### src/rtl/rle_dec_pkg.sv
`timescale 1ns / 1ps

package rle_dec_pkg;

   localparam logic [2:0] MAX_PIXEL_BYTES   = 3'd4;
   localparam logic [1:0] PIXELS_PER_RESULT = 2'd2;
   localparam logic [7:0] COUNT_MASK        = 8'h7F;
   localparam logic [7:0] RUN_FLAG          = 8'h80;

   localparam logic [1:0] CSR_PIXEL_BYTES = 2'd0;
   localparam logic [1:0] CSR_PIXEL_TOTAL = 2'd1;

   // one completed pixel value with its clipped repeat count
   typedef struct packed {
      logic        valid;
      logic [31:0] value;
      logic [7:0]  count;
      logic        image_end;
   } job_type;

endpackage

### src/rtl/rle_dec_front.sv
`timescale 1ns / 1ps

module rle_dec_front import rle_dec_pkg::*; (
   input  logic        clock,
   input  logic        reset,
   input  logic        csr_valid,
   output logic        csr_ready,
   input  logic [1:0]  csr_index,
   input  logic [31:0] csr_data,
   input  logic        req_valid,
   output logic        req_ready,
   input  logic [7:0]  req_data_byte,
   input  logic        job_ready,
   output job_type     job
);

   logic [2:0]  pixel_bytes_ff, pixel_bytes_in;
   logic [29:0] pixel_total_ff, pixel_total_in;
   logic        expect_header_ff, expect_header_in;
   logic        run_packet_ff, run_packet_in;
   logic [7:0]  pixels_left_ff, pixels_left_in;
   logic [1:0]  byte_pos_ff, byte_pos_in;
   logic [31:0] assembly_ff, assembly_in;
   logic [29:0] pixels_done_ff, pixels_done_in;
   logic        finished_ff, finished_in;

   logic        accept;
   logic [2:0]  eff_bytes;
   logic [1:0]  pos_next;
   logic [31:0] value_done;
   logic        complete;
   logic [7:0]  want;
   logic [29:0] room;
   logic [7:0]  n_clip;
   logic [29:0] done_sum;
   logic [7:0]  left_next;

   assign csr_ready = 1'b1;
   assign req_ready = job_ready;
   assign accept    = req_valid && job_ready;

   always_comb begin
      if (pixel_bytes_ff == 3'd0) begin
         eff_bytes = 3'd1;
      end else if (pixel_bytes_ff > MAX_PIXEL_BYTES) begin
         eff_bytes = MAX_PIXEL_BYTES;
      end else begin
         eff_bytes = pixel_bytes_ff;
      end
   end

   assign pos_next   = byte_pos_ff + 2'd1;
   assign value_done = assembly_ff | ({24'd0, req_data_byte} << {byte_pos_ff, 3'b000});
   assign complete   = (pos_next == 2'd0) || ({1'b0, pos_next} >= eff_bytes);
   assign want       = run_packet_ff ? pixels_left_ff : 8'd1;
   assign room       = (pixel_total_ff > pixels_done_ff) ? (pixel_total_ff - pixels_done_ff)
                                                         : 30'd0;
   assign n_clip     = (room < {22'd0, want}) ? room[7:0] : want;
   assign done_sum   = pixels_done_ff + {22'd0, n_clip};
   assign left_next  = run_packet_ff ? 8'd0
                     : ((pixels_left_ff != 8'd0) ? (pixels_left_ff - 8'd1) : 8'd0);

   always_comb begin
      pixel_bytes_in   = pixel_bytes_ff;
      pixel_total_in   = pixel_total_ff;
      expect_header_in = expect_header_ff;
      run_packet_in    = run_packet_ff;
      pixels_left_in   = pixels_left_ff;
      byte_pos_in      = byte_pos_ff;
      assembly_in      = assembly_ff;
      pixels_done_in   = pixels_done_ff;
      finished_in      = finished_ff;
      job.valid        = 1'b0;
      job.value        = value_done;
      job.count        = n_clip;
      job.image_end    = (done_sum >= pixel_total_ff);

      if (csr_valid) begin
         unique case (csr_index)
            CSR_PIXEL_BYTES: pixel_bytes_in = csr_data[2:0];
            CSR_PIXEL_TOTAL: pixel_total_in = csr_data[29:0];
            default: ;
         endcase
      end

      if (accept && !finished_ff) begin
         if (expect_header_ff) begin
            run_packet_in    = (req_data_byte & RUN_FLAG) != 8'd0;
            pixels_left_in   = (req_data_byte & COUNT_MASK) + 8'd1;
            byte_pos_in      = 2'd0;
            assembly_in      = 32'd0;
            expect_header_in = 1'b0;
         end else if (!complete) begin
            assembly_in = value_done;
            byte_pos_in = pos_next;
         end else begin
            job.valid        = (n_clip != 8'd0);
            pixels_done_in   = done_sum;
            finished_in      = (done_sum >= pixel_total_ff);
            pixels_left_in   = left_next;
            byte_pos_in      = 2'd0;
            assembly_in      = 32'd0;
            expect_header_in = (left_next == 8'd0);
         end
      end
   end

   always_ff @(posedge clock) begin
      if (reset) begin
         pixel_bytes_ff   <= 3'd4;
         pixel_total_ff   <= 30'd1;
         expect_header_ff <= 1'b1;
         run_packet_ff    <= 1'b0;
         pixels_left_ff   <= 8'd0;
         byte_pos_ff      <= 2'd0;
         assembly_ff      <= 32'd0;
         pixels_done_ff   <= 30'd0;
         finished_ff      <= 1'b0;
      end else begin
         pixel_bytes_ff   <= pixel_bytes_in;
         pixel_total_ff   <= pixel_total_in;
         expect_header_ff <= expect_header_in;
         run_packet_ff    <= run_packet_in;
         pixels_left_ff   <= pixels_left_in;
         byte_pos_ff      <= byte_pos_in;
         assembly_ff      <= assembly_in;
         pixels_done_ff   <= pixels_done_in;
         finished_ff      <= finished_in;
      end
   end

   // finished image stays finished until reset
   a_finish_sticky: assert property (@(posedge clock) disable iff (reset)
      finished_ff |=> finished_ff)
      else $error("image finished flag dropped");

   // a job never carries more pixels than the image has room for
   a_job_fits: assert property (@(posedge clock) disable iff (reset)
      job.valid |-> ({22'd0, job.count} <= room))
      else $error("job exceeds remaining image");

endmodule

### src/rtl/rle_dec_emit.sv
`timescale 1ns / 1ps

module rle_dec_emit import rle_dec_pkg::*; (
   input  logic        clock,
   input  logic        reset,
   input  job_type     job,
   output logic        job_ready,
   output logic        rsp_valid,
   input  logic        rsp_ready,
   output logic [31:0] rsp_pixel_first,
   output logic [31:0] rsp_pixel_second,
   output logic [1:0]  rsp_pair_count,
   output logic        rsp_image_end
);

   logic        job_valid_ff, job_valid_in;
   logic [31:0] job_value_ff, job_value_in;
   logic [7:0]  job_count_ff, job_count_in;
   logic        job_end_ff, job_end_in;

   logic        rsp_valid_ff, rsp_valid_in;
   logic [31:0] first_ff, first_in;
   logic [31:0] second_ff, second_in;
   logic [1:0]  pair_ff, pair_in;
   logic        end_ff, end_in;

   logic        out_free;
   logic        move;
   logic        last;
   logic [1:0]  take;

   assign out_free  = !rsp_valid_ff || rsp_ready;
   assign move      = job_valid_ff && out_free;
   assign last      = (job_count_ff <= {6'd0, PIXELS_PER_RESULT});
   assign take      = last ? job_count_ff[1:0] : PIXELS_PER_RESULT;
   assign job_ready = !job_valid_ff || (move && last);

   always_comb begin
      job_valid_in = job_valid_ff;
      job_value_in = job_value_ff;
      job_count_in = job_count_ff;
      job_end_in   = job_end_ff;
      rsp_valid_in = rsp_valid_ff && !rsp_ready;
      first_in     = first_ff;
      second_in    = second_ff;
      pair_in      = pair_ff;
      end_in       = end_ff;

      if (move) begin
         rsp_valid_in = 1'b1;
         first_in     = job_value_ff;
         second_in    = (take == PIXELS_PER_RESULT) ? job_value_ff : 32'd0;
         pair_in      = take;
         end_in       = last && job_end_ff;
         job_count_in = job_count_ff - {6'd0, take};
         if (last) begin
            job_valid_in = 1'b0;
         end
      end

      if (job.valid) begin
         job_valid_in = 1'b1;
         job_value_in = job.value;
         job_count_in = job.count;
         job_end_in   = job.image_end;
      end
   end

   always_ff @(posedge clock) begin
      if (reset) begin
         job_valid_ff <= 1'b0;
         rsp_valid_ff <= 1'b0;
      end else begin
         job_valid_ff <= job_valid_in;
         rsp_valid_ff <= rsp_valid_in;
      end
      job_value_ff <= job_value_in;
      job_count_ff <= job_count_in;
      job_end_ff   <= job_end_in;
      first_ff     <= first_in;
      second_ff    <= second_in;
      pair_ff      <= pair_in;
      end_ff       <= end_in;
   end

   assign rsp_valid        = rsp_valid_ff;
   assign rsp_pixel_first  = first_ff;
   assign rsp_pixel_second = second_ff;
   assign rsp_pair_count   = pair_ff;
   assign rsp_image_end    = end_ff;

   a_job_nonzero: assert property (@(posedge clock) disable iff (reset)
      job_valid_ff |-> (job_count_ff != 8'd0))
      else $error("pending job with zero pixels");

   a_no_overwrite: assert property (@(posedge clock) disable iff (reset)
      job.valid |-> job_ready)
      else $error("job loaded while previous job pending");

   a_single_clear: assert property (@(posedge clock) disable iff (reset)
      (rsp_valid_ff && (pair_ff == 2'd1)) |-> (second_ff == 32'd0))
      else $error("single-pixel item carries a second pixel");

endmodule

### src/rtl/rle_image_packet_decoder.sv
`timescale 1ns / 1ps

// Run-length image packet decoder. Takes one packet byte per item on req_ and returns
// decoded pixels on rsp_, up to two per item, with rsp_image_end on the item holding the
// image's last pixel. Header bytes and partial pixel bytes produce nothing; raw packets
// give one single-pixel item per completed value; a run of N pixels gives ceil(N/2) items.
// A byte is taken every cycle as long as the job register can drain: it holds one
// completed value and its count, and a run stays in it until its last item moves out,
// with req_ready low until then (longer while rsp_ready is low). A completed value is
// registered in the job register, then in the output register. Pixels beyond
// pixel_total are dropped and later bytes are accepted and ignored until reset.
// csr_index 0 writes pixel_bytes, 1 writes pixel_total; csr_ready is always high.

module rle_image_packet_decoder import rle_dec_pkg::*; (
   input  logic        clock,
   input  logic        reset,
   input  logic        csr_valid,
   output logic        csr_ready,
   input  logic [1:0]  csr_index,
   input  logic [31:0] csr_data,
   input  logic        req_valid,
   output logic        req_ready,
   input  logic [7:0]  req_data_byte,
   output logic        rsp_valid,
   input  logic        rsp_ready,
   output logic [31:0] rsp_pixel_first,
   output logic [31:0] rsp_pixel_second,
   output logic [1:0]  rsp_pair_count,
   output logic        rsp_image_end
);

   job_type job;
   logic    job_ready;

   rle_dec_front u_front (
      .clock         (clock),
      .reset         (reset),
      .csr_valid     (csr_valid),
      .csr_ready     (csr_ready),
      .csr_index     (csr_index),
      .csr_data      (csr_data),
      .req_valid     (req_valid),
      .req_ready     (req_ready),
      .req_data_byte (req_data_byte),
      .job_ready     (job_ready),
      .job           (job)
   );

   rle_dec_emit u_emit (
      .clock            (clock),
      .reset            (reset),
      .job              (job),
      .job_ready        (job_ready),
      .rsp_valid        (rsp_valid),
      .rsp_ready        (rsp_ready),
      .rsp_pixel_first  (rsp_pixel_first),
      .rsp_pixel_second (rsp_pixel_second),
      .rsp_pair_count   (rsp_pair_count),
      .rsp_image_end    (rsp_image_end)
   );

endmodule

### config.mk
export PLATFORM = sky130hd
export DESIGN_NAME = rle_image_packet_decoder
export DESIGN_NICKNAME = d
export VERILOG_FILES = /design/src/rtl/rle_dec_pkg.sv /design/src/rtl/rle_dec_front.sv /design/src/rtl/rle_dec_emit.sv /design/src/rtl/rle_image_packet_decoder.sv
export SDC_FILE = /design/constraint.sdc
export NUM_CORES = 1
export LEC_CHECK = 0
export BUFFER_PORTS_ARGS = -buffer_cell sky130_fd_sc_hd__buf_2
export CORE_ASPECT_RATIO = 0.7
export CORE_MARGIN = 8
export CORE_UTILIZATION = 45
export DETAILED_ROUTE_END_ITERATION = 10
export PLACE_DENSITY = 0.67
export SLEW_MARGIN = 5
export SYNTH_ARGS = -nofsm -noshare
export SYNTH_HDL_FRONTEND = slang
export SYNTH_SLANG_ARGS = --single-unit
### constraint.sdc
create_clock -name clock -period 17.6 [get_ports clock]
set_input_delay 0.88 -clock clock [delete_from_list [all_inputs] [get_ports clock]]
set_output_delay 0.88 -clock clock [all_outputs]
set_load 0.01 [all_outputs]
Yosys cells after proc, flatten, opt, wreduce, memory -nomap -nowiden
Index checks and enable logic that the tools add are counted.
{ "word_totals": {"wordCells": 88, "out_inout_bits": 70, "regBits": 218, "input_bits": 47} }
{ "op_classes": {"shift": 1, "addsub": 6, "n_reduce_logical": 28, "n_eq_ne": 2, "bitwise_logic": 2, "mux": 25, "order_cmp": 6} }
{ "ops": {"columns": ["operator", "count"], "rows": [
  ["$mux W32", 2],
  ["$mux W8", 8],
  ["$or A32 B32 Y32", 1],
  ["$shl A8 B5 Y32", 1],
  ["$add A30 B8 Y30", 1],
  ["$ge A30 B30 Y1", 1],
  ["$gt A30 B30 Y1", 1],
  ["$lt A30 B8 Y1", 1],
  ["$mux W30", 1],
  ["$sub A30 B30 Y30", 1],
  ["$reduce_bool A8 Y1", 2],
  ["$reduce_and A2 Y1", 5],
  ["$mux W1", 9],
  ["$add A7 B1 Y8 const B", 1],
  ["$le A8 B2 Y1 const B", 1],
  ["$logic_not A8 Y1", 1],
  ["$sub A8 B1 Y8 const B", 1],
  ["$sub A8 B2 Y8", 1],
  ["$logic_and A1 B1 Y1", 6],
  ["$mux W2", 3],
  ["$mux W3", 2],
  ["$reduce_bool A2 Y1", 3],
  ["$logic_not A1 Y1", 4],
  ["$logic_not A2 Y1", 2],
  ["other kinds (9)", 11]
]} }

Longest topological paths before layout
Gate-level depths: netlist of run 1.
{ "logic_depth": {"depth_word": 10, "ltp_mapped": 44, "depth_no_buf": 43} }

Cells and area by module
Synthesis of run 1 repeated with hierarchy kept, for this count alone.
{ "hier_totals": {"cells_unflattened": 1341, "hier_area_um2": 12112.9} }
{ "by_module_without_submodules": {"columns": ["mod", "seq_area_each_um2", "n_inst", "cells_per_inst", "area_per_inst_um2"], "rows": [
  ["rle_dec_front", 2162.1, 1, 1146, 8287.9],
  ["rle_dec_emit", 3283.1, 1, 195, 3824.9]
]} }

Worst setup path after synthesis of run 1
OpenSTA, ideal clock, no wires.
{ "synth_path": {"kind": "reg-to-reg", "startpoint": "register u_front.pixels_done_ff[15]", "endpoint": "register u_front.finished_ff", "setup_slack_ps": 10038, "n_path_buf": 2, "arrival_time_ps": 7434, "period_less_slack_ps": 7562, "setup_ps": 128, "path_stages_with_launch": 41, "path_cell_list": "dfxtp_1 > inv_1 > ha_1 > buf_2 > a21oi_1 > o21ai_0 > nor4_1 > a21oi_2 > nand2_1 > inv_1 > ha_1 > a21oi_1 > o221ai_1 > nor4_1 > o2111ai_1 > a211oi_1 > nand4_1 > nor4_4 > [... 5 more ...] > o21ai_0 > a21oi_1 > o21ai_0 > a21o_1 > a21oi_1 > or2_2 > clkbuf_1 > nor2_1 > xnor2_1 > ha_1 > a21o_1 > a21o_1 > a21oi_1 > o21ai_0 > a21oi_1 > o31ai_1 > a21oi_1 > nor2_1"} }
{ "synth_lines": {"columns": ["element", "line", "rtl"], "rows": [
  ["start, declared", "rle_dec_front.sv:24", "logic [29:0] pixels_done_ff, pixels_done_in;"],
  ["start signal, assigned", "rle_dec_front.sv:127", "pixels_done_ff <= pixels_done_in;"],
  ["end signal, assigned", "rle_dec_front.sv:128", "finished_ff <= finished_in;"],
  ["end, declared", "rle_dec_front.sv:25", "logic finished_ff, finished_in;"]
]} }

==> results of run 1 <==
## cell families (layout without fill, tap and decap cells)
group,Yosys count,count (layout)
fa+ha+maj,84,84
simple gates,469,469
other cells,1,2
xor+xnor,57,57
mux,12,12
flops,218,218
compound gates,364,364
buf+inv,161,255
## per-stage QoR
stage / util [%] / total power [mW] / cell area [µm²]
CTS: 51.6 / 1.23 / 13800
detailed placement: 48.9 / 0.769 / 13100
finish: 51.6 / 1.23 / 13800
floorplan: - / 0.715 / 12300
global placement: 48.9 / 0.768 / 13100
global route: 51.6 / 1.28 / 13800
## power by group
group | switching [mW] | internal, mW
Combinational | 0.133 | 0.0815
Clock | 0.190 | 0.269
Sequential | 0.00980 | 0.542
Total | 0.333 | 0.892
## cell usage after synthesis (6+ instances only)
library cell	count
inv_1	95
dfxtp_1	110
nand2_1	144
nor3_1	19
or3_1	23
o21ai_0	54
a21o_1	57
o211ai_1	11
xnor2_1	42
nand2b_1	15
o21a_1	10
clkbuf_1	52
a21oi_1	156
nand3_1	23
o221ai_1	6
nand4_1	24
a31oi_1	8
and3_1	8
ha_1	82
edfxtp_1	108
xor2_1	15
nor4_1	7
nor2_1	129
a211oi_1	8
buf_2	9
nor2b_1	44
mux2i_1	6
## routing by layer
layer	wire length, µm	part of all wire (%)
met5	0	0
met4	492	1.6
met3	2460	7.8
met2	12500	40
met1	16100	51
## state kept, by name (all words and copies together), names as in the netlist
signal and count:
u_emit.rsp_pixel_first 32, u_front.pixels_done_ff 30, u_front.assembly_ff 32, u_emit.job_value_ff 32, u_front.finished_ff 1, u_front.expect_header_ff 1
u_front.pixels_left_ff 8, u_front.byte_pos_ff 2, u_emit.rsp_pixel_second 32, u_emit.job_end_ff 1, u_emit.job_valid_ff 1, u_front.pixel_bytes_ff 3
u_emit.job_count_ff 8, u_emit.rsp_pair_count 2, u_emit.rsp_valid 1, u_front.run_packet_ff 1, u_front.pixel_total_ff 30, u_emit.rsp_image_end 1
## worst max-delay path: cells and delay by family, from the launching register on
family	cells	cell delay [ns]
compound gates	15	4.05
buf+inv	3	0.19
mux	1	0.46
fa+ha+maj	5	1.65
simple gates	11	2.78
flops	1	0.37
xor+xnor	1	0.09
## worst paths after layout
| kind | startpoint | endpoint | slack (ns) | cells after the start |
|---|---|---|---|---|
| max | u_front.pixels_done_ff[15]$_SDFFE_PP0P_ | u_emit.job_end_ff$_DFFE_PP_ | 7.63 | 36 |
| min reg2reg | u_emit.job_value_ff[6]$_DFFE_PP_ | u_emit.rsp_pixel_first[6]$_DFFE_PP_ | 0.45 | 0 |
| max reg2reg | u_front.pixels_done_ff[15]$_SDFFE_PP0P_ | u_emit.job_end_ff$_DFFE_PP_ | 7.63 | 36 |
| min | u_emit.job_value_ff[6]$_DFFE_PP_ | u_emit.rsp_pixel_first[6]$_DFFE_PP_ | 0.45 | 0 |
## final cells by class
| type | instances | share of cell area [%] |
|---|---|---|
| multi-input cells | 988 | 45.1 |
| flip-flops and latches | 218 | 39.4 |
| clock buffers | 34 | 4.70 |
| repair buffers | 119 | 4.47 |
| well taps | 364 | 3.29 |
| inverters | 96 | 2.61 |
| clock inverters | 6 | 0.425 |
==> out/qor.yml, run 1 <==
yosys.area_share.simple_pct: 18.4
vias_per_cell: 5.51
synth_xor_area_share_pct: 4.06
hold_ws_ns: 0.445
wl_per_cell_um: 17.3
dr.first_iter.drc_count: 853
synthMuxAreaShare_pct: 1.07
die_x_um: 214
cts_tree: "yes"
grtUsageMet2_pct: 25.5
multi_input_area_um2: 6240
rows: 50
die_h_um: 154
finalCritPeriodShare_pct: 56.7
yosysUniqueCellTypes: 78
path_class: "flip-flop to flip-flop"
gp_congestion: 0.956
hold_viol: 0
crit_fanout: 9
antenna_found_initial: 0
ys_seq_area_share_pct: 44.3
drv_cap: 0
diodes: 0
num_vias: 10100
cts.sinks: 218
cpMaxStageDelayCell: "o31ai_1"
route.detailed.drc: 0
root_buffer: "clkbuf_16"
groute.usage.overall_pct: 18.7
cp-start-kind: "flip-flop"
synthesis.area_um2: 12300
grt_pass1_wl_um: 50500
grt_util_met3_pct: 3.90
worstPathArrival_ns: 10.16
numCtsBuffers: 22
avgSynthCellArea_um2: 9.00
syn2layout_area_growth_pct: 12.5
synth-edff-count: 108
grt_max_degree: 56
layout.nets: 1576
required_ns: 17.78
core-area_um2: 26800
max_clock_freq_ghz: 0.100
outcome: "completed"
period_minus_slack_ns: 9.97
clock_skew_ns: 0.00795
setup_violations: 0
cts_resized: 0
cp-end-kind: "flip-flop"
cts_hold_buf: 0
vdd_ir_drop_max_mv: 0.0726
pin_count: 117
slowest_delay_ns: 0.77
postRouteAntennaNets: 0
insertion_delay_ns: 0.51
drive_gt1_share_pct: 11.8
drv_slew: 0
layout_common_cells: "a21oi_1 (156), nand2_1 (144), nor2_1 (129)"
h-tree-depth: 1
rsz0062_at_grt: "no"
syn-instance-count: 1366
dieArea_um2: 32900
synth-adder-area-share_pct: 8.67
grt-busiest-layer: "met1"
fin_tns_setup_ns: 0
ys_warn_count: 0
grt_overflow: 0
hp-class: "flip-flop to flip-flop"
synth-compound-area-share_pct: 18.4
power-per-cell-area_nw_per_um2: 88.6
synth_top_family_by_area: "compound AO/OA/AOI/OAI gates"
tightest_slew_ns: 1.15
post-cts-setup-buffers: 0
timing.final.ws_setup_ns: 7.63
slew_headroom_pct: 22.4
final_common_cell: "a21oi_1"
dp_hpwl_um: 23700
port-buffer-count: 113
ys_ff_latch: 218
start_util_pct: 45.9
clk_path_buf_depth: 3
clk_pin_slew_worst_paths_ns: 0.06
synth_area_leader_cell: "edfxtp_1"
regArea_um2: 5450
drt_first_pass_iters: 6
ys_top_cells_by_area: "edfxtp_1 (26%), dfxtp_1 (18%), ha_1 (8.3%)"
finalNonFillerCells: 1825
post-place-ws_ns: 7.82
async_flop_share_pct: 0
p_leak_nw: 5.70
grt_use_met1_pct: 29.6
dp.cells: 1784
nFillCells: 2531
synth_top_flop_cell: "dfxtp_1"
grt_pass1_vias: 9252
drt_wl_total_um: 31500
yosysTopAreaCellShare_pct: 26.4
Note: power is estimated with default switching activity, not from simulation.
==> run 2: changes to the inputs <==
--- a/config.mk
+++ b/config.mk
@@ -10,7 +10,7 @@
 export CORE_MARGIN = 8
 export CORE_UTILIZATION = 45
 export DETAILED_ROUTE_END_ITERATION = 10
-export PLACE_DENSITY = 0.67
+export PLACE_DENSITY = 0.7
 export SLEW_MARGIN = 5
 export SYNTH_ARGS = -nofsm -noshare
 export SYNTH_HDL_FRONTEND = slang
==> constraint.sdc (replaced) <==
create_clock -name clock -period 8.6 [get_ports clock]
set_input_delay 0.43 -clock clock [delete_from_list [all_inputs] [get_ports clock]]
set_output_delay 0.43 -clock clock [all_outputs]
set_load 0.01 [all_outputs]
==> run 2 against run 1 <==
Compared with the run above: clock power grew 110%; critical endpoint is now u_front.finished_ff$_SDFFE_PP0P_; maximum frequency grew 23%; combinational power grew 140%; largest cell class unchanged; power grew 110%; cell count grew 3.3%; critical path type unchanged.
==> out/qor.yml, run 2 (synthesis gave the netlist of run 1 again) <==
p_leak_nw: 6.00  # +5.2%
port-buffer-count: 113  # unchanged
grt_overflow: 0  # unchanged
cts_hold_buf: 0  # unchanged
worstPathArrival_ns: 8.45  # -1.71 ns
pin_count: 117  # unchanged
cts.sinks: 218  # unchanged
antenna_found_initial: 0  # unchanged
cts_tree: "yes"
start_util_pct: 45.9  # unchanged
max_clock_freq_ghz: 0.124  # +23%
layout_common_cells: "a21oi_1 (150), nand2_1 (144), nor2_1 (127)"
layout.nets: 1636  # +3.8%
gp_congestion: 0.946  # -1.1%
power-per-cell-area_nw_per_um2: 179  # +100%
tightest_slew_ns: 1.19  # +0.0350 ns
drive_gt1_share_pct: 17.3  # +5.5 points
postRouteAntennaNets: 0  # unchanged
cp-start-kind: "flip-flop"
num_vias: 10400  # +2.9%
clk_pin_slew_worst_paths_ns: 0.06  # about the same
required_ns: 8.96  # -8.82 ns
hold_viol: 0  # unchanged
diodes: 0  # unchanged
syn2layout_area_growth_pct: 17.1
dp_hpwl_um: 24900  # +4.9%
root_buffer: "clkbuf_16"
crit_fanout: 7  # -2
timing.final.ws_setup_ns: 0.509  # -7.12 ns
route.detailed.drc: 0  # unchanged
final_common_cell: "a21oi_1"
grt_pass1_wl_um: 51900  # +2.8%
cp-end-kind: "flip-flop"
path_class: "flip-flop to flip-flop"
die_h_um: 154  # unchanged
clk_path_buf_depth: 3  # unchanged
drt_first_pass_iters: 5  # -1
drv_slew: 0  # unchanged
dr.first_iter.drc_count: 867  # +1.6%
grt_pass1_vias: 9660  # +4.4%
vias_per_cell: 5.49  # -0.37%
cpMaxStageDelayCell: "o22ai_1"
wl_per_cell_um: 17.3  # +0.18%
numCtsBuffers: 22  # unchanged
slowest_delay_ns: 0.49  # -0.28 ns
setup_violations: 0  # unchanged
groute.usage.overall_pct: 19.3  # +0.55 points
outcome: "completed"
finalCritPeriodShare_pct: 94.1  # +37 points
grt_max_degree: 77  # +38%
rows: 50  # unchanged
nFillCells: 2510  # -0.83%
post-place-ws_ns: -0.0571  # -7.88 ns
clock_skew_ns: 0.00822  # +0.000272 ns
dieArea_um2: 32900  # unchanged
hp-class: "primary input to flip-flop"
insertion_delay_ns: 0.51  # about the same
drt_wl_total_um: 32600  # +3.5%
core-area_um2: 26800  # unchanged
vdd_ir_drop_max_mv: 0.116  # +60%
die_x_um: 214  # unchanged
slew_headroom_pct: 20.1  # -2.3 points
drv_cap: 0  # unchanged
period_minus_slack_ns: 8.09  # -1.88 ns
power.total_mw: 2.58  # +110%
h-tree-depth: 1  # unchanged
==> run 2: final timing paths <==
check | startpoint | to | slack (ns) | depth (start not counted)
setup / recovery | u_front.pixels_done_ff[9]$_SDFFE_PP0P_ | u_front.finished_ff$_SDFFE_PP0P_ | 0.51 | 40
hold / removal | csr_data[0] | u_front.pixel_total_ff[0]$_SDFFE_PP1P_ | 0.15 | 2
setup reg to reg | u_front.pixels_done_ff[9]$_SDFFE_PP0P_ | u_front.finished_ff$_SDFFE_PP0P_ | 0.51 | 40
hold reg to reg | u_emit.job_value_ff[12]$_DFFE_PP_ | u_emit.rsp_pixel_first[12]$_DFFE_PP_ | 0.44 | 0
==> run 2: metrics by stage <==
stage	cells	utilization [%]	hold slack (ns)	TNS, ns	area [µm²]
3_5_place_dp	1839	50.5	0.426	-0.0571	13500
2_1_floorplan	1367	-	0.418	0	12300
6_report	1885	53.8	0.146	0	14400
3_3_place_gp	1839	50.5	0.421	0	13500
5_1_grt	1885	53.8	0.153	-0.00599	14400
4_1_cts	1880	53.3	0.126	0	14300
==> run 2: area by class of cell <==
cell class              count  area [µm²]  share of cell area, %
clock buffers              28         614                   4.27
clock inverters            12         110                  0.765
inverters                  96         360                   2.50
multi-input cells         988        6340                   44.1
flip-flops and latches    218        5450                   37.9
well taps                 364         455                   3.16
repair buffers            179        1060                   7.37
==> run 2: critical path, delay by kind of cell, from the launching register on <==
family | cells | cell delay, ns
AOI/OAI and AO/OA | 19 | 3.54
xor gates and xnor gates | 1 | 0.13
adders and majority gates | 4 | 1.40
buffers and inverters | 5 | 0.55
DFF | 1 | 0.38
and+or+nand+nor | 11 | 1.93
==> run 2: where the power goes <==
part | switching (mW) | internal, mW | leakage, nW
logic | 0.293 | 0.213 | 3.76
clock network | 0.408 | 0.543 | 0.352
registers | 0.0189 | 1.11 | 1.89
==> run 2: per-layer routing <==
metal  GRT usage [%]  vias to the layer above  part of all wire [%]
li1                -                     5109                     -
met1            30.4                     4888                    51
met2            26.9                      324                    40
met3            3.65                       32                   7.7
met4            3.09                        0                   1.2
met5               0                        -                     0
==> run 2: what timing repair did <==
action,4_1_cts,5_1_grt
pin swaps,2,9
buffers inserted,1,5
endpoints found under the setup margin,2,9
gates resized for setup,2,36
==> run 3: changes to the inputs <==
--- a/config.mk
+++ b/config.mk
@@ -7,10 +7,10 @@
 export LEC_CHECK = 0
 export BUFFER_PORTS_ARGS = -buffer_cell sky130_fd_sc_hd__buf_2
 export CORE_ASPECT_RATIO = 0.7
-export CORE_MARGIN = 8
+export CORE_MARGIN = 2
 export CORE_UTILIZATION = 45
 export DETAILED_ROUTE_END_ITERATION = 10
-export PLACE_DENSITY = 0.7
+export PLACE_DENSITY = 0.67
 export SLEW_MARGIN = 5
 export SYNTH_ARGS = -nofsm -noshare
 export SYNTH_HDL_FRONTEND = slang
==> constraint.sdc (replaced) <==
create_clock -name clock -period 9.9 [get_ports clock]
set_input_delay 0.495 -clock clock [delete_from_list [all_inputs] [get_ports clock]]
set_output_delay 0.495 -clock clock [all_outputs]
set_load 0.01 [all_outputs]
==> run 3 against run 2 <==
Compared with the run above: flip-flop and latch count did not move; register-to-register slack better by 0.23 ns; setup slack improved by 0.23 ns; clock skew up 0.0052 ns; sequential share of layout area up 1.2 points; cell count is 2.7% lower; combinational power down 23%; critical path type unchanged; critical endpoint unchanged.
==> out/qor.yml, run 3 (synthesis gave the netlist of run 1 again) <==
cpMaxStageDelayCell: "ha_1"
internal_power_mw: 1.62  # -13%
drv_slew: 0  # unchanged
design_area_um2: 13900  # -3.1%
regArea_um2: 5450  # about the same
p_leak_nw: 5.77  # -3.9%
cts_hold_buf: 0  # unchanged
cp-end-kind: "flip-flop"
crit_end: "u_front.finished_ff$_SDFFE_PP0P_"
r2r_start: "u_front.pixels_done_ff[13]$_SDFFE_PP0P_"
clock_skew_ns: 0.0134  # +0.00520 ns
p_seq_share_pct: 43.9  # +0.3 points
route.detailed.drc: 0  # unchanged
power.switching_mw: 0.614  # -15%
cp.depth: 41  # +2.5%
cp-startpoint: "u_front.pixels_done_ff[13]$_SDFFE_PP0P_"
grt_use_met1_pct: 34.8  # +4.4 points
switching_share_pct: 27.5  # -0.39 points
worstPathArrival_ns: 9.53  # +1.08 ns
vdd_ir_drop_max_mv: 0.143  # +23%
diodes: 0  # unchanged
rows: 50  # unchanged
layout_common_cells: "a21oi_1 (156), nand2_1 (144), nor2_1 (129)"
finalCritPeriodShare_pct: 92.5  # -1.6 points
grt_pass1_wl_um: 50100  # -3.6%
drv_cap: 0  # unchanged
syn2layout_area_growth_pct: 13.5
multi_input_area_um2: 6260  # -1.4%
dr.first_iter.drc_count: 792  # -8.7%
hp-start: "csr_data[0]"
antenna_found_initial: 0  # unchanged
grt_overflow: 0  # unchanged
num_vias: 10100  # -2.0%
slowest_delay_ns: 0.45  # -0.04 ns
h-tree-depth: 1  # unchanged
drt_wl_total_um: 31100  # -4.7%
die_x_um: 202  # -5.6%
clk_pin_slew_worst_paths_ns: 0.06  # about the same
insertion_delay_ns: 0.52  # about the same
clockPowerShare_pct: 38.6  # +1.8 points
vias_per_cell: 5.53  # +0.66%
slew_headroom_pct: 24.4  # +4.3 points
port-buffer-count: 113  # unchanged
tightest_slew_ns: 1.13  # -0.0647 ns
root_buffer: "clkbuf_16"
core-area_um2: 26800  # unchanged
numCtsBuffers: 23  # +4.5%
dp_hpwl_um: 23100  # -7.1%
hold_viol: 0  # unchanged
rsz0062_at_grt: "no"
reg2reg_to: "u_front.finished_ff$_SDFFE_PP0P_"
power-per-cell-area_nw_per_um2: 160  # -11%
r2r_cells: 41  # +2.5%
crit_buf_inv: 4  # -1
fin_tns_setup_ns: 0  # unchanged
final_common_cell: "a21oi_1"
dieArea_um2: 28700  # -13%
grt_util_met3_pct: 3.34  # -0.31 points
gp_congestion: 0.937  # -0.96%
nFillCells: 2591  # +3.2%
combPwrFrac_pct: 17.5  # -2.1 points
drive_gt1_share_pct: 13.0  # -4.3 points
wl_per_cell_um: 16.9  # -2.1%
layout.nets: 1585  # -3.1%
setup_violations: 0  # unchanged
required_ns: 10.27  # +1.31 ns
reg2reg_slack_ns: 0.74  # +0.23 ns
grt_max_degree: 78  # +1.3%
groute.usage.overall_pct: 21.6  # +2.3 points
grt-busiest-layer: "met1"
postRouteAntennaNets: 0  # unchanged
grt_pass1_vias: 9374  # -3.0%
drt_first_pass_iters: 5  # unchanged
dpl_cell_area_um2: 13100  # -2.8%
path_delay_family: "compound AO/OA/AOI/OAI gates"
grtUsageMet2_pct: 29.7  # +2.8 points
outcome: "completed"
start_util_pct: 45.9  # unchanged
clk_path_buf_depth: 3  # unchanged
max_clock_freq_ghz: 0.109  # -12%
crit_fanout: 9  # +2
period_minus_slack_ns: 9.16  # +1.07 ns
cts.sinks: 218  # unchanged
cts_tree: "yes"
pin_count: 117  # unchanged
cp-start-kind: "flip-flop"
path_class: "flip-flop to flip-flop"
hp-class: "primary input to flip-flop"
die_h_um: 142  # -7.8%
[run 3: cell types whose count changed in the layout (fill, tap and decap cells not counted), moves of 3 or more]
cell,delta
dfxtp_1,+3
o21ai_1,-6
o21ai_0,+6
ha_2,-3
a21oi_1,+6
dfxtp_2,-3
a21oi_2,-6
ha_1,+3
buf_4,-52
[run 3: layout make-up]
cell class / count / share of cell area, %
inverter: 96 / 2.58
timing repair buffer: 127 / 4.81
clock inverter: 12 / 0.879
multi-input combinational: 988 / 44.9
clock buffer: 30 / 4.53
sequential: 218 / 39.1
tap: 364 / 3.27
[run 3: worst min-delay path by stage]
stage                                                   to  depth (start not counted)
global placement      u_emit.rsp_pixel_first[10]$_DFFE_PP_                          0
CTS                 u_front.pixel_total_ff[0]$_SDFFE_PP1P_                          2
detailed placement     u_emit.rsp_pixel_first[6]$_DFFE_PP_                          0
global route        u_front.pixel_total_ff[0]$_SDFFE_PP1P_                          2
floorplan              u_emit.rsp_pixel_first[0]$_DFFE_PP_                          0
finish              u_front.pixel_total_ff[0]$_SDFFE_PP1P_                          2
[run 3: stage by stage]
stage               cells  total power, mW  hold slack, ns  utilization (%)  setup WS (ns)
finish               1835             2.24           0.200             52.1          0.743
global route         1835             2.33           0.203             52.1         0.0152
CTS                  1831             2.24           0.177             51.9          0.519
detailed placement   1789             1.37           0.426             49.1          0.611
global placement     1789             1.37           0.424             49.1          0.827
floorplan            1367             1.27           0.418                -           2.34
[run 3: timing repair]
action                     in CTS  in global routing
gates resized for setup         0                  4
buffers inserted                0                  4
setup endpoints to repair       0                  2
[run 3: layer usage]
| layer | share of wire [%] | wire length, µm |
|---|---|---|
| met2 | 39 | 12200 |
| met3 | 7.4 | 2310 |
| met5 | 0 | 0 |
| met1 | 52 | 16100 |
| met4 | 1.7 | 539 |
[run 3: power by group through the flow]
| stage | registers, mW | clock network (mW) | logic [mW] |
|---|---|---|---|
| after floorplan | 0.994 | 0 | 0.277 |
| after global placement | 0.999 | 0 | 0.369 |
| after detailed placement | 1.00 | 0 | 0.369 |
| after CTS | 0.980 | 0.883 | 0.372 |
| after global routing | 0.983 | 0.913 | 0.431 |
| final | 0.981 | 0.863 | 0.392 |
